## src/hw/rtl/multi_sensor_sliding_median_unit_macros.svh

```systemverilog
// Assertion macros for the sliding median unit.
`ifndef MULTI_SENSOR_SLIDING_MEDIAN_UNIT_MACROS_SVH
`define MULTI_SENSOR_SLIDING_MEDIAN_UNIT_MACROS_SVH

`ifndef ASSERT_OFF
`define MSSM_ASSERT(lbl, prop, msg) \
    lbl: assert property (@(posedge aclk) disable iff (!aresetn) prop) else $error(msg);
`define MSSM_ASSERT_RST(lbl, prop, msg) \
    lbl: assert property (@(posedge aclk) prop) else $error(msg);
`else
`define MSSM_ASSERT(lbl, prop, msg)
`define MSSM_ASSERT_RST(lbl, prop, msg)
`endif

`endif

```

## src/hw/rtl/mssm_pkg.sv

```systemverilog
// Shared types and constants for the sliding median unit.
package mssm_pkg;

    localparam int DIST_W   = 16;
    localparam int SEL_IN_W = 2;

    typedef logic [DIST_W-1:0]   dist_t;
    typedef logic [SEL_IN_W-1:0] sel_in_t;

    // 9999 cm in quarter centimeters
    localparam dist_t RESET_QCM = 16'd39996;

endpackage

```

## src/hw/rtl/multi_sensor_sliding_median_unit.sv

```systemverilog
// Sliding-window median filter with one history ring per sensor.
// Candidates are tried newest first through S_LOAD, S_SCAN and S_DECIDE until one is the median (1..WINDOW tried).
// Each candidate is one memory read plus WINDOW reads and compares on the shared less-than and equal compares.
// s_tready is low while an item is in work; a new item is taken only after the last result is issued.
// Reset: pointers and fill flags clear, so every ring reads as 39996 until written.
// No clearing pass after reset; the unit is ready on the first cycle out of reset.
`include "multi_sensor_sliding_median_unit_macros.svh"

module multi_sensor_sliding_median_unit
    import mssm_pkg::*;
#(
    parameter int SENSORS       = 3,
    parameter int HISTORY_DEPTH = 8,
    parameter int WINDOW        = 5
) (
    input  logic          aclk,
    input  logic          aresetn,

    input  logic          s_tvalid,
    output logic          s_tready,
    input  logic [15:0]   s_tdata,   // [15:0] raw_distance
    input  logic [1:0]    s_tuser,   // [1:0] sensor_sel

    output logic          m_tvalid,
    input  logic          m_tready,
    output logic [15:0]   m_tdata,   // [15:0] median_distance
    output logic [1:0]    m_tuser    // [1:0] out_sensor
);

    localparam int ENTRIES = SENSORS * HISTORY_DEPTH;
    localparam int ADDR_W  = (ENTRIES > 1) ? $clog2(ENTRIES) : 1;
    localparam int IDX_W   = (HISTORY_DEPTH > 1) ? $clog2(HISTORY_DEPTH) : 1;
    localparam int SEL_W   = (SENSORS > 1) ? $clog2(SENSORS) : 1;
    localparam int CNT_W   = $clog2(WINDOW + 1);
    localparam logic [CNT_W-1:0] RANK_K  = CNT_W'(WINDOW / 2);
    localparam logic [CNT_W-1:0] WIN_N   = CNT_W'(WINDOW);
    localparam logic [CNT_W-1:0] LAST_I  = CNT_W'(WINDOW - 1);
    localparam logic [IDX_W-1:0] LAST_IX = IDX_W'(HISTORY_DEPTH - 1);

    typedef enum logic [2:0] {
        S_IDLE,
        S_LOAD,
        S_SCAN,
        S_DECIDE,
        S_OUT
    } state_t;

    function automatic logic [IDX_W-1:0] idx_dec(input logic [IDX_W-1:0] v);
        return (v == '0) ? LAST_IX : v - 1'b1;
    endfunction

    function automatic logic [ADDR_W-1:0] mem_addr(input logic [SEL_W-1:0] s,
                                                   input logic [IDX_W-1:0] i);
        return ADDR_W'(ADDR_W'(s) * ADDR_W'(HISTORY_DEPTH) + ADDR_W'(i));
    endfunction

    dist_t ring_mem [ENTRIES];

    state_t                 state_reg,    state_next;
    sel_in_t                sel_reg,      sel_next;
    logic [IDX_W-1:0]       ptr_reg  [SENSORS];
    logic [IDX_W-1:0]       ptr_next [SENSORS];
    logic                   full_reg [SENSORS];
    logic                   full_next[SENSORS];
    logic [IDX_W-1:0]       newest_reg,   newest_next;
    logic [IDX_W-1:0]       cand_idx_reg, cand_idx_next;
    logic [IDX_W-1:0]       j_idx_reg,    j_idx_next;
    logic [CNT_W-1:0]       i_cnt_reg,    i_cnt_next;
    logic [CNT_W-1:0]       j_cnt_reg,    j_cnt_next;
    logic [CNT_W-1:0]       less_cnt_reg, less_cnt_next;
    logic [CNT_W-1:0]       leq_cnt_reg,  leq_cnt_next;
    dist_t                  cand_reg,     cand_next;
    logic                   cand_ld_reg,  cand_ld_next;
    logic                   cmp_pend_reg, cmp_pend_next;
    logic                   m_tvalid_reg, m_tvalid_next;
    dist_t                  m_tdata_reg,  m_tdata_next;
    sel_in_t                m_tuser_reg,  m_tuser_next;
    dist_t                  rdata_reg;
    logic                   rd_ok_reg;

    logic [SEL_W-1:0]       in_sel;
    logic [SEL_W-1:0]       cur_sel;
    logic                   wr_en;
    logic                   rd_en;
    logic [IDX_W-1:0]       rd_idx;
    dist_t                  rd_value;
    logic                   cmp_lt;
    logic                   cmp_eq;
    logic                   hit;

    assign in_sel   = SEL_W'(s_tuser);
    assign cur_sel  = SEL_W'(sel_reg);
    assign rd_idx   = (state_reg == S_LOAD) ? cand_idx_reg : j_idx_reg;
    assign rd_value = rd_ok_reg ? rdata_reg : RESET_QCM;
    assign cmp_lt   = rd_value < cand_reg;
    assign cmp_eq   = rd_value == cand_reg;
    assign hit      = (less_cnt_reg <= RANK_K) && (leq_cnt_reg > RANK_K);

    assign s_tready = (state_reg == S_IDLE);
    assign m_tvalid = m_tvalid_reg;
    assign m_tdata  = m_tdata_reg;
    assign m_tuser  = m_tuser_reg;

    always_comb begin
        state_next    = state_reg;
        sel_next      = sel_reg;
        ptr_next      = ptr_reg;
        full_next     = full_reg;
        newest_next   = newest_reg;
        cand_idx_next = cand_idx_reg;
        j_idx_next    = j_idx_reg;
        i_cnt_next    = i_cnt_reg;
        j_cnt_next    = j_cnt_reg;
        less_cnt_next = less_cnt_reg;
        leq_cnt_next  = leq_cnt_reg;
        cand_next     = cand_reg;
        cand_ld_next  = 1'b0;
        cmp_pend_next = 1'b0;
        m_tvalid_next = m_tvalid_reg && !m_tready;
        m_tdata_next  = m_tdata_reg;
        m_tuser_next  = m_tuser_reg;
        wr_en         = 1'b0;
        rd_en         = 1'b0;

        if (cand_ld_reg) begin
            cand_next = rd_value;
        end

        case (state_reg)
            S_IDLE: begin
                // out-of-range sensor: item is taken and dropped
                if (s_tvalid && (32'(s_tuser) < SENSORS)) begin
                    wr_en             = 1'b1;
                    sel_next          = s_tuser;
                    newest_next       = ptr_reg[in_sel];
                    cand_idx_next     = ptr_reg[in_sel];
                    i_cnt_next        = '0;
                    if (ptr_reg[in_sel] == LAST_IX) begin
                        ptr_next[in_sel]  = '0;
                        full_next[in_sel] = 1'b1;
                    end else begin
                        ptr_next[in_sel] = ptr_reg[in_sel] + 1'b1;
                    end
                    state_next        = S_LOAD;
                end
            end
            S_LOAD: begin
                rd_en         = 1'b1;
                cand_ld_next  = 1'b1;
                j_cnt_next    = '0;
                j_idx_next    = newest_reg;
                less_cnt_next = '0;
                leq_cnt_next  = '0;
                state_next    = S_SCAN;
            end
            S_SCAN: begin
                if (cmp_pend_reg) begin
                    less_cnt_next = less_cnt_reg + CNT_W'(cmp_lt);
                    leq_cnt_next  = leq_cnt_reg + CNT_W'(cmp_lt || cmp_eq);
                end
                if (j_cnt_reg < WIN_N) begin
                    rd_en         = 1'b1;
                    cmp_pend_next = 1'b1;
                    j_cnt_next    = j_cnt_reg + 1'b1;
                    j_idx_next    = idx_dec(j_idx_reg);
                end else begin
                    state_next = S_DECIDE;
                end
            end
            S_DECIDE: begin
                if (hit) begin
                    state_next = S_OUT;
                end else begin
                    i_cnt_next    = i_cnt_reg + 1'b1;
                    cand_idx_next = idx_dec(cand_idx_reg);
                    state_next    = S_LOAD;
                end
            end
            S_OUT: begin
                if (!m_tvalid_reg || m_tready) begin
                    m_tvalid_next = 1'b1;
                    m_tdata_next  = cand_reg;
                    m_tuser_next  = sel_reg;
                    state_next    = S_IDLE;
                end
            end
            default: begin
                state_next = S_IDLE;
            end
        endcase
    end

    always_ff @(posedge aclk) begin
        if (!aresetn) begin
            state_reg    <= S_IDLE;
            cand_ld_reg  <= 1'b0;
            cmp_pend_reg <= 1'b0;
            m_tvalid_reg <= 1'b0;
            for (int s = 0; s < SENSORS; s++) begin
                ptr_reg[s]  <= '0;
                full_reg[s] <= 1'b0;
            end
        end else begin
            state_reg    <= state_next;
            cand_ld_reg  <= cand_ld_next;
            cmp_pend_reg <= cmp_pend_next;
            m_tvalid_reg <= m_tvalid_next;
            ptr_reg      <= ptr_next;
            full_reg     <= full_next;
        end
        sel_reg      <= sel_next;
        newest_reg   <= newest_next;
        cand_idx_reg <= cand_idx_next;
        j_idx_reg    <= j_idx_next;
        i_cnt_reg    <= i_cnt_next;
        j_cnt_reg    <= j_cnt_next;
        less_cnt_reg <= less_cnt_next;
        leq_cnt_reg  <= leq_cnt_next;
        cand_reg     <= cand_next;
        m_tdata_reg  <= m_tdata_next;
        m_tuser_reg  <= m_tuser_next;
    end

    // ring storage: one write port, one registered read port
    always_ff @(posedge aclk) begin
        if (wr_en) begin
            ring_mem[mem_addr(in_sel, ptr_reg[in_sel])] <= s_tdata;
        end
        if (rd_en) begin
            rdata_reg <= ring_mem[mem_addr(cur_sel, rd_idx)];
            rd_ok_reg <= full_reg[cur_sel] || (rd_idx < ptr_reg[cur_sel]);
        end
    end

    `MSSM_ASSERT(a_busy_after_accept, (s_tvalid && s_tready && (32'(s_tuser) < SENSORS)) |=> !s_tready, "unit ready right after taking an item")
    `MSSM_ASSERT(a_last_cand_hits, (state_reg == S_DECIDE && i_cnt_reg == LAST_I) |-> hit, "no median found in window")
    `MSSM_ASSERT(a_rank_order, (state_reg == S_DECIDE) |-> (leq_cnt_reg > less_cnt_reg), "candidate not counted against itself")
    `MSSM_ASSERT(a_out_from_seq, $rose(m_tvalid) |-> $past(state_reg == S_OUT), "result raised outside output step")
    `MSSM_ASSERT_RST(a_reset_clears, !aresetn |=> !m_tvalid, "result valid after reset")

endmodule
```

## config.mk

```make
export PLATFORM = sky130hd
export DESIGN_NAME = multi_sensor_sliding_median_unit
export DESIGN_NICKNAME = d
export VERILOG_FILES = /design/src/hw/rtl/mssm_pkg.sv /design/src/hw/rtl/multi_sensor_sliding_median_unit.sv
export VERILOG_INCLUDE_DIRS = /design/src /design/src/hw/rtl
export SDC_FILE = /design/constraint.sdc
export NUM_CORES = 1
export LEC_CHECK = 0
export ABC_AREA = 1
export BUFFER_PORTS_ARGS = -buffer_cell sky130_fd_sc_hd__buf_4
export CAP_MARGIN = 40
export CORE_MARGIN = 3
export CORE_UTILIZATION = 30
export DETAILED_ROUTE_END_ITERATION = 16
export PLACE_DENSITY = 0.46
export SYNTH_ARGS = -nofsm -noshare
export SYNTH_HDL_FRONTEND = slang
export SYNTH_SLANG_ARGS = --single-unit
```

## constraint.sdc

```tcl
create_clock -name aclk -period 3.5 [get_ports aclk]
set_input_delay 0.7 -clock aclk [delete_from_list [all_inputs] [get_ports aclk]]
set_output_delay 0.7 -clock aclk [all_outputs]
set_load 0.02 [all_outputs]
```

---- Word level (Yosys, flattened, before mapping) ----
Memories as Yosys holds them, arrays and structs flattened. A register that Yosys moved wholly into a read port is not among the register bits.
Cells that the tools add are included.
storage, ports and cells
  register bits after elaboration ......... 73
  bits of input ports ..................... 22
  memories ................................ 1
  memory bits (writable) .................. 384
  word-level logic and storage cells ...... 122
  output and inout port bits .............. 20
memory list
  name      words  width  read ports  clocked after Yosys merged registers in  write ports  RTL line                                text
  ring_mem  24     16     1           1                                        1            multi_sensor_sliding_median_unit.sv:57  dist_t ring_mem [ENTRIES];
cells by class
  reductions and logical operators ........ 22
  mux-type cells .......................... 44
  add/sub/neg operators ................... 8
  equal/unequal tests ..................... 12
  bitwise logic cells ..................... 5
  magnitude comparators ................... 9
operators with widths
  cell                 count
  $mux 3               18
  $pmux 3 s2           5
  $eq 16x16->1         1
  $lt 16x16->1         1
  $mux 16              1
  $pmux 3 s5           1
  $bmux 3 s2           2
  $mux 1               11
  $add 5x3->5          2
  $ne 2x2->1 const B   5
  $reduce_and 2->1     5
  $and 9x9->9          1
  $bwmux 9             1
  $logic_not 3->1      3
  $mux 9               1
  $not 9->9            1
  $reduce_and 3->1     3
  $add 3x1->3          2
  $add 3x1->3 const B  2
  $demux 3 s2          1
  $eq 3x2->1 const B   2
  $eq 3x3->1 const B   2
  $ge 3x3->1 const B   2
  $not 2->3            2
  17 further kinds     25

---- Logic depth before layout (Yosys ltp) ----
  depth after elaboration ................. 8
  gate-level depth with buffers ........... 16
  gate-level depth less buffers ........... 14

---- Least setup slack after synthesis ----
OpenSTA, ideal clock, no wires.
  path kind ............................... input -> register
  from .................................... input s_tuser[0]
  to ...................................... memory ring_mem[11][0] in the netlist's numbering (enable)
  data required time ...................... 3.112 ns
  slack ................................... 0.772 ns
  data arrival time ....................... 2.340 ns
  setup time .............................. 0.388 ns
  cell stages on the path ................. 8
  path buffers ............................ 0
  cell sequence ........................... inv_1 nor2_1 a22oi_1 o21a_1 inv_1 ha_1 nand2_1 nor2_1
on the way
  longest elaborated chain between the ends .. 6
  elaborated cells between the ends (all ways) .. 11
  classes of those cells .................. add/sub: 1; order compare: 1; mux: 7; bitwise: 1; reduce/logical: 1
RTL lines
  element                                                              RTL line                                text
  start, declared                                                      multi_sensor_sliding_median_unit.sv:22  input logic [1:0] s_tuser,
  parallel branches: the longest is 6 deep, another holds $add 5x3->5  -
  end, declared                                                        multi_sensor_sliding_median_unit.sv:57
Several ways; the timed one is not identified. The select of a mux whose other input is x is not followed.

---- Worst setup path in the final report ----
  from .................................... register state_reg[0]
  to ...................................... register rdata_reg[15] (read register of ring_mem) (data pin)
on the way
  longest elaborated chain between the ends .. 3
  elaborated cells between the ends (all ways) .. 5
  classes of those cells .................. add/sub: 1; eq/ne: 2; mux: 2
RTL lines
  element                 RTL line                                                                         text
  start, declared         multi_sensor_sliding_median_unit.sv:59                                           state_t state_reg, state_next;
  start signal, assigned  multi_sensor_sliding_median_unit.sv:204                                          state_reg <= state_next;
  $eq 3x1->1              multi_sensor_sliding_median_unit.sv:93, multi_sensor_sliding_median_unit.sv:129
  $mux 3                  multi_sensor_sliding_median_unit.sv:93                                           assign rd_idx = (state_reg == S_LOAD) ? cand_idx_reg : j_idx_reg;
  $add 5x3->5             multi_sensor_sliding_median_unit.sv:54                                           return ADDR_W'(ADDR_W'(s) * ADDR_W'(HISTORY_DEPTH) + ADDR_W'(i));
  end, declared           multi_sensor_sliding_median_unit.sv:78                                           dist_t rdata_reg;
Parallel ways exist; a longest one is shown, timed or not.
A chain may end at the register's enable or synchronous reset.

==> results_dict.tcl <==
set metrics [dict create \
    async_flop_share_pct 0 \
    ant_nets 0 \
    synth.net_count 1895 \
    cts_buffers 53 \
    setup-tns-final_ns 0 \
    worstPathRequired_ns 3.83 \
    multiInputGateArea_sq_um 4910 \
    cts_sinks 473 \
    crit_fanout 64 \
    dr.pass1.iters 5 \
    synth_cells 1841 \
    cap_violations 0 \
    cts_root_buf "clkbuf_16" \
    ys_ff_latch 473 \
    num_vias 13200 \
    critPathLaunchType "register" \
    initial_core_util_pct 30.6 \
    status "finished clean" \
    fmax_mhz 341 \
    num_io_pins 42 \
    largest_reg_flops 384 \
    worstPathArrival_ns 3.27 \
    synth_area_leaders "edfxtp_1 (67%), nand3_1 (6.8%), nand2_1 (5.6%), inv_1 (5.2%), nor2_1 (3.1%)" \
    final_layout_size_suffix_gt1_share_pct 9.88 \
    placed_area_sq_um 21900 \
    yosysWarnings 0 \
    area_growth_syn_to_layout_pct 16.3 \
    hold_violations 0 \
    dp_hpwl_um 33900 \
    worstSkewPairLatency_ns 0.60 \
    via_per_inst 4.72 \
    rsz0062_at_grt "false" \
    synth_common_cells "edfxtp_1 (455), nand2_1 (303), inv_1 (284)" \
    leakage_uw 0.00925 \
    fin_skew_ns 0.0208 \
    grt_max_degree 76 \
    crit_type "reg -> reg" \
    setup_viol 0 \
    syn_area_per_cell_sq_um 11.1 \
    cts_max_level 2 \
    maxSlewHeadroom_pct 46.2 \
    syn_area_sq_um 20400 \
    vdd_drop_max_v 0.000312 \
    fin_crit_sh_pct 83.9 \
    synth_seq_area_share_pct 68.8 \
    wl_per_cell_um 19.1 \
    diodes 0 \
    numPortBuffers 41 \
    synth_top_area_share_pct 67.0 \
    synth_most_common_cell "edfxtp_1" \
    tightest_slew_ns 0.806 \
    maxSlewViolCount 0 \
    num_rows 94 \
    place_congestion 0.846 \
    die_w_um 267 \
    die_area_sq_um 71100 \
    overflow 0 \
    cts_tree "built" \
    nFillCells 6644 \
    finalNetCount 1956 \
    drtIter0Drc 1196 \
    ctsResizeCount 0 \
    grt_pass1_wl_um 81400 \
    p_per_area_nw_per_um2 660 \
    cts_hold_buf 0 \
    p_total_uw 15700 \
    gr-usage-all-layers_pct 15.2 \
    die_y_um 267 \
    route.detailed.drc 0 \
    hp-class "in -> reg" \
    post_cts.repair.setup_buffers 0 \
    yosys.area.top_type "edfxtp_1" \
    drt_wl_total_um 53600 \
    core-area_sq_um 66600 \
    endpoint_kind "register" \
    grt_antenna_before_repair 2 \
    clock_path_buffers 3 \
    seq_area_sq_um 14000 \
    synth_edf_count 455 \
    ys_types 34 \
    period_needed_ns 2.94 \
    grt_pass1_vias 13000 \
    path_clk_slew_ns 0.06 \
    synth-main-ff-cell "edfxtp_1" \
    stdcell_area_sq_um 23700 \
]
[cells in the final DEF, fill, tap and decap left out, drive strengths merged, types with 2 or more instances in the layout]
cell,n
nor3,6
inv,287
bufinv,6
nand2,303
o21ai,83
a22oi,5
clkinv,12
edfxtp,455
nand4,4
a211oi,3
nor2,168
ha,32
a21oi,30
buf,98
a31oi,2
nand3b,48
nand3,280
clkbuf,76
dfxtp,18
o211ai,17
xnor2,4
[report_power, final]
part	internal [uW]	switching (uW)
sequential	6450	96.2
combinational	1010	2460
clock	3410	2230
[metrics by stage]
stage	hold slack [ns]	setup WS, ns	std cells	util, %
5_1_grt	0.270	0.386	2807	35.6
3_5_place_dp	0.436	0.375	2711	33.0
4_1_cts	0.260	0.597	2807	35.6
3_3_place_gp	0.439	0.415	2709	32.9
2_1_floorplan	0.424	0.772	1841	-
6_report	0.303	0.565	2807	35.6
[cell type report]
class	instances	area share, %
tap	864	4.56
timing repair buffer	98	3.57
sequential	473	59.2
multi-input combinational	990	20.7
inverter	286	4.53
clock buffer	76	6.31
clock inverter	20	1.16
[kinds of logic after synthesis]
group | after synthesis | share of synthesized area [%]
simple gates | 809 | 17.6
fa+ha+maj | 32 | 1.96
flops | 473 | 68.8
compound gates | 145 | 4.03
xor+xnor | 4 | 0.172
buf+inv | 378 | 7.41
[path summary, 6_finish.rpt]
kind                               to  depth (start not counted)  slack (ns)                 startpoint
max reg2reg   rdata_reg[15]$_DFFE_PP_                          8        0.56  state_reg[0]$_SDFFE_PN0P_
min reg2reg  full_reg[1]$_SDFFE_PN0P_                          2        0.45   full_reg[1]$_SDFFE_PN0P_
max           rdata_reg[15]$_DFFE_PP_                          8        0.56  state_reg[0]$_SDFFE_PN0P_
min              cur_sel[1]$_DFFE_PP_                          1        0.30                 s_tuser[1]
[per-layer routing]
layer / track usage (%) / vias up / wire length (um)
met1: 22.0 / 6482 / 25000
met3: 2.81 / 66 / 3390
met5: 0 / - / 0
met4: 4.25 / 0 / 1230
li1: - / 6346 / -
met2: 23.3 / 354 / 23900
[worst max-delay path, stage by stage, from the launching register on]
cell	delay, ns
dfxtp_1	0.48
nand3_2	0.29
nand2_2	0.21
nand2_4	0.34
buf_4	0.49
o21ai_0	0.38
nand3_1	0.16
nand3_1	0.11
nand2_1	0.10
No activity file was read; power rests on OpenSTA's default activity.
